**src/efa_ram.sv**
```systemverilog
// Generic single-port-write, single-port-read RAM with a registered read.
// No dependencies.
module efa_ram #(
	parameter int WIDTH = 8,
	parameter int DEPTH = 16
) (
	input  logic                     clk,
	input  logic                     we,
	input  logic [$clog2(DEPTH)-1:0] waddr,
	input  logic [WIDTH-1:0]         wdata,
	input  logic [$clog2(DEPTH)-1:0] raddr,
	output logic [WIDTH-1:0]         rdata
);

	logic [WIDTH-1:0] mem [DEPTH];

	always_ff @(posedge clk) begin
		if (we) begin
			mem[waddr] <= wdata;
		end
		rdata <= mem[raddr];
	end

endmodule

```
**config.mk**
```make
export PLATFORM = sky130hd
export DESIGN_NAME = efa_ram
export DESIGN_NICKNAME = d
export VERILOG_FILES = /design/src/efa_ram.sv
export SDC_FILE = /design/constraint.sdc
export NUM_CORES = 1
export LEC_CHECK = 0
export ABC_CLOCK_PERIOD_IN_PS = 3400
export BUFFER_PORTS_ARGS = -buffer_cell sky130_fd_sc_hd__buf_2
export CAP_MARGIN = 0
export CORE_UTILIZATION = 55
export CTS_CLUSTER_SIZE = 40
export DETAILED_ROUTE_END_ITERATION = 12
export PLACE_DENSITY = 0.73
export RECOVER_POWER = 50
export SLEW_MARGIN = 20
export SYNTH_ARGS = -nofsm -noshare
export SYNTH_HDL_FRONTEND = slang
export SYNTH_SLANG_ARGS = --single-unit
```
**constraint.sdc**
```tcl
create_clock -name clk -period 3.4 [get_ports clk]
set_input_delay 0.17 -clock clk [delete_from_list [all_inputs] [get_ports clk]]
set_output_delay 0.17 -clock clk [all_outputs]
set_load 0.03 [all_outputs]
```
Word-level counts from Yosys, hierarchy flattened
Memory sizes are Yosys's and may differ from the RTL's. A register that Yosys moved wholly into a read port is not among the register bits.
Cells that the tools add are included.
{"block": "word_totals", "ram_bits": 128, "elab_cells": 3, "regBits": 0, "n_memories": 1}
{"memory": "mem", "words": 16, "word_bits": 8, "read_ports": 1, "rd_ports_with_merged_regs": 1, "write_ports": 1, "line_no": "15", "rtl": "logic [WIDTH-1:0] mem [DEPTH];"}
{"block": "classes", "n_mux": 2}
{"op": "1-bit two-way mux", "n": 2}

Logic depth before layout (Yosys ltp)
{"block": "logic_depth", "word_depth": 2, "depth_mapped": 5, "mapped_depth_nobuf": 3}

Worst setup path after synthesis
No wires, ideal clock.
{"block": "synth_path", "path_type": "input to register", "startpoint": "input port waddr[2]", "endpoint": "memory mem[0][0], enable pin", "t_arrival_ps": 1280, "slack_ps": 1737, "stages": 2, "setup_time_ps": 383, "path_cell_list": "or3b_2 > nor3_1"}
{"element": "start: declaration", "line_no": "9", "rtl": "input logic [$clog2(DEPTH)-1:0] waddr,"}
{"element": "end: declaration", "line_no": "15"}
Straight into the memory's write port.

==> results.md <==
- Hold EP: mem[7][4]
- Max Root-Sink Buffers: 2
- Drt first pass iters: 4
- Depth of the CTS H-tree: 4
- Static Leak: 1.93 nW
- RR Startpoint: mem[5][2]
- CP max FO: 19
- RePlAce Congestion: 0.716
- Core area: 8890 µm²
- Peak supply drop: 0.000313 V
- Routed length on met2: 4.37 mm
- Vias per inst: 6.13
- Avg Inst Size Synth: 22.5 µm²
- Total Routing Usage GR: 0.212
- Comb power frac: 0.050
- Clk pwr share: 0.432
- Max Used Layer: met4
- Outcome: complete, no violations
- First DRT Iteration DRCs: 167
- Min Tclk post-route: 1670 ps
- Synthesis Warnings: 0
- Die H: 98.7 µm
- Cts bufs inserted: 17
- Int Pwr: 2.90 mW
- Via Count: 2380
- Rel. slew slack: 0.319
- R2R setup slack: 2030 ps
- Antenna viol nets, final: 0
- Vias in the first global route: 2430
- Distinct cells, synth: 19
- Setup Buffers After CTS: 0
- Maxcap violations: 0
- Data required time of the worst path: 3790 ps
- Tcrit/Tclk final: 0.490
- RSZ-0062 raised after global routing: no
- Min-delay src: wdata[4]
- Synthesized instance count: 229
- CP endpoint kind: flip-flop
- Diode count: 0
- Final instance area: 5850 µm²
- Input/output buffers: 25
- Overflow left after global routing: 0
- HP Class: in -> reg
- Placement Cell Area: 5360 µm²
- Setup violators final: 0
- Gates resized, CTS repair: 0
- Site row count: 34
- Hpwl dp: 5.70 mm
- Num Clock Sinks: 136
- Area delta synth->final: 13.7%
- Clock Latency Late Sink: 510 ps
- Final worst setup slack: 1730 ps
- Synthesis-stage register bit count: 136
- Crit path launch type: input port
- Critical Path AT: 2050 ps
- Sequential fraction of the synthesis area: 0.778
- Placement Setup Slack: 1210 ps
- Worst slew pin tran: 1020 ps
- Wirelength per Cell: 23.6 µm
- Fmax: 600 MHz
- Cell Pwr Density: 621 nW/µm²
- Met3 wire len: 459 µm
- Worst reg2reg endpoint: rdata[2]
- Clock Pin Slew Worst Setup and Hold Paths: 60 ps
- Largest net degree at the start of global routing: 33
- CTS Root Buffer Type: clkbuf_8
- Number of remaining DRC errors: 0
- Net Sw Power: 0.740 mW
- R2r worst-path depth: 3
- Antenna violations before repair: 0
- Die width: 98.7 µm
- Worst hold stages: 1
- Nets: 285
- Worst Skew: 4.14 ps
- CTS tree: yes
- Hold Fails Final Rpt: 0
- Post-CTS Hold Buffers: 0
- Final wirelength: 9.15 mm
- Max-slew violation count: 0
- First-pass GRT wire length: 14.3 mm
- CP Class: in -> reg
- Die area: 9750 µm²
- Ports: 26
- Switching Share: 0.203
- Util after Layout: 0.658
- Layout cell share with drive strength beyond 1: 0.229
- Mapped cell area: 5150 µm²
- Initial core utilization: 0.579
- Syn nets: 247
- Met1 wire length: 4.10 mm
- Flop pwr share: 0.518
- Total Negative Setup Slacks: 0 ps
-- through the flow --
step	instances	power, mW	hold WS (ps)
after global routing	388	3.76	180
after CTS	388	3.66	25.3
after global placement	356	2.10	554
final	388	3.64	168
after floorplan	229	2.03	269
after detailed placement	356	2.10	562
-- flip-flops by register name, summed over array words and instances, names as in the netlist --
signal  count
mem       128
rdata       8
-- synthesized netlist by cell type --
cell type          n  area [µm²]
buf_2              3        15.0
nor3_1             4        20.0
nor2_1            13        48.8
nand2b_1           2        12.5
nand3b_1           2        15.0
dfxtp_1            8         160
edfxtp_1         128        3840
buf_4              1        7.51
mux4_2            18         405
clkdlybuf4s25_2    3        30.0
nand2_1            9        33.8
mux4_1            14         368
or3b_2             1        8.76
nand3_1            1        5.00
and2_1             1        6.26
nor2b_1            1        6.26
buf_6              3        33.8
and2b_1            1        7.51
a22oi_1           16         120
-- cell usage in the layout, fill, tap and decap left out --
cell type,instances
a22oi_1,16
and2_1,1
and2b_1,1
buf_2,16
buf_4,3
bufinv_16,1
clkbuf_1,15
clkbuf_16,16
clkbuf_8,1
clkinv_1,2
clkinv_2,4
clkinvlp_4,3
dfxtp_1,8
edfxtp_1,128
mux4_1,14
mux4_2,18
nand2_1,9
nand2b_1,2
nand3_1,1
nand3b_1,2
nor2_1,13
nor2b_1,1
nor3_1,3
nor3_2,1
or3b_2,1
-- worst max-delay path by stage --
stage / start / end / depth (start not counted)
after global routing: raddr[0] / rdata[0] / 5
after floorplan: waddr[2] / mem[0][0] / 2
final: raddr[0] / rdata[2] / 5
after detailed placement: raddr[0] / rdata[2] / 5
after CTS: raddr[0] / rdata[2] / 5
after global placement: raddr[0] / rdata[2] / 5
-- power by group through the flow --
stage / combinational [mW] / sequential [mW] / clock (mW)
after floorplan: 0.0951 / 1.94 / 0
after detailed placement: 0.184 / 1.92 / 0
after CTS: 0.185 / 1.89 / 1.59
final: 0.181 / 1.89 / 1.57
after global routing: 0.195 / 1.89 / 1.67
after global placement: 0.180 / 1.92 / 0
-- layout make-up --
class | count | area (µm²)
sequential | 136 | 4000
fill | 569 | 3040
multi-input combinational | 83 | 1060
clock buffer | 22 | 433
timing repair buffer | 29 | 140
tap | 108 | 135
clock inverter | 10 | 80.1
-- critical path, cell delays in order --
cell and delay (ps):
buf_2 510, buf_4 400, mux4_1 580, a22oi_1 290, nand2_1 90
-- cell families after synthesis --
family / count (synthesis) / synth area share
AOI/OAI and AO/OA: 16 / 0.0233
DFF: 136 / 0.778
muxes: 32 / 0.150
buffers and inverters: 10 / 0.0168
and+or+nand+nor: 35 / 0.0318
-- per-layer routing --
| metal | vias to the layer above | GRT usage |
|---|---|---|
| met4 | 0 | 0.0896 |
| met2 | 90 | 0.317 |
| met5 | - | 0 |
| met1 | 1219 | 0.297 |
| li1 | 1050 | - |
| met3 | 21 | 0.0610 |
Note: power is estimated with default switching activity, not from simulation.
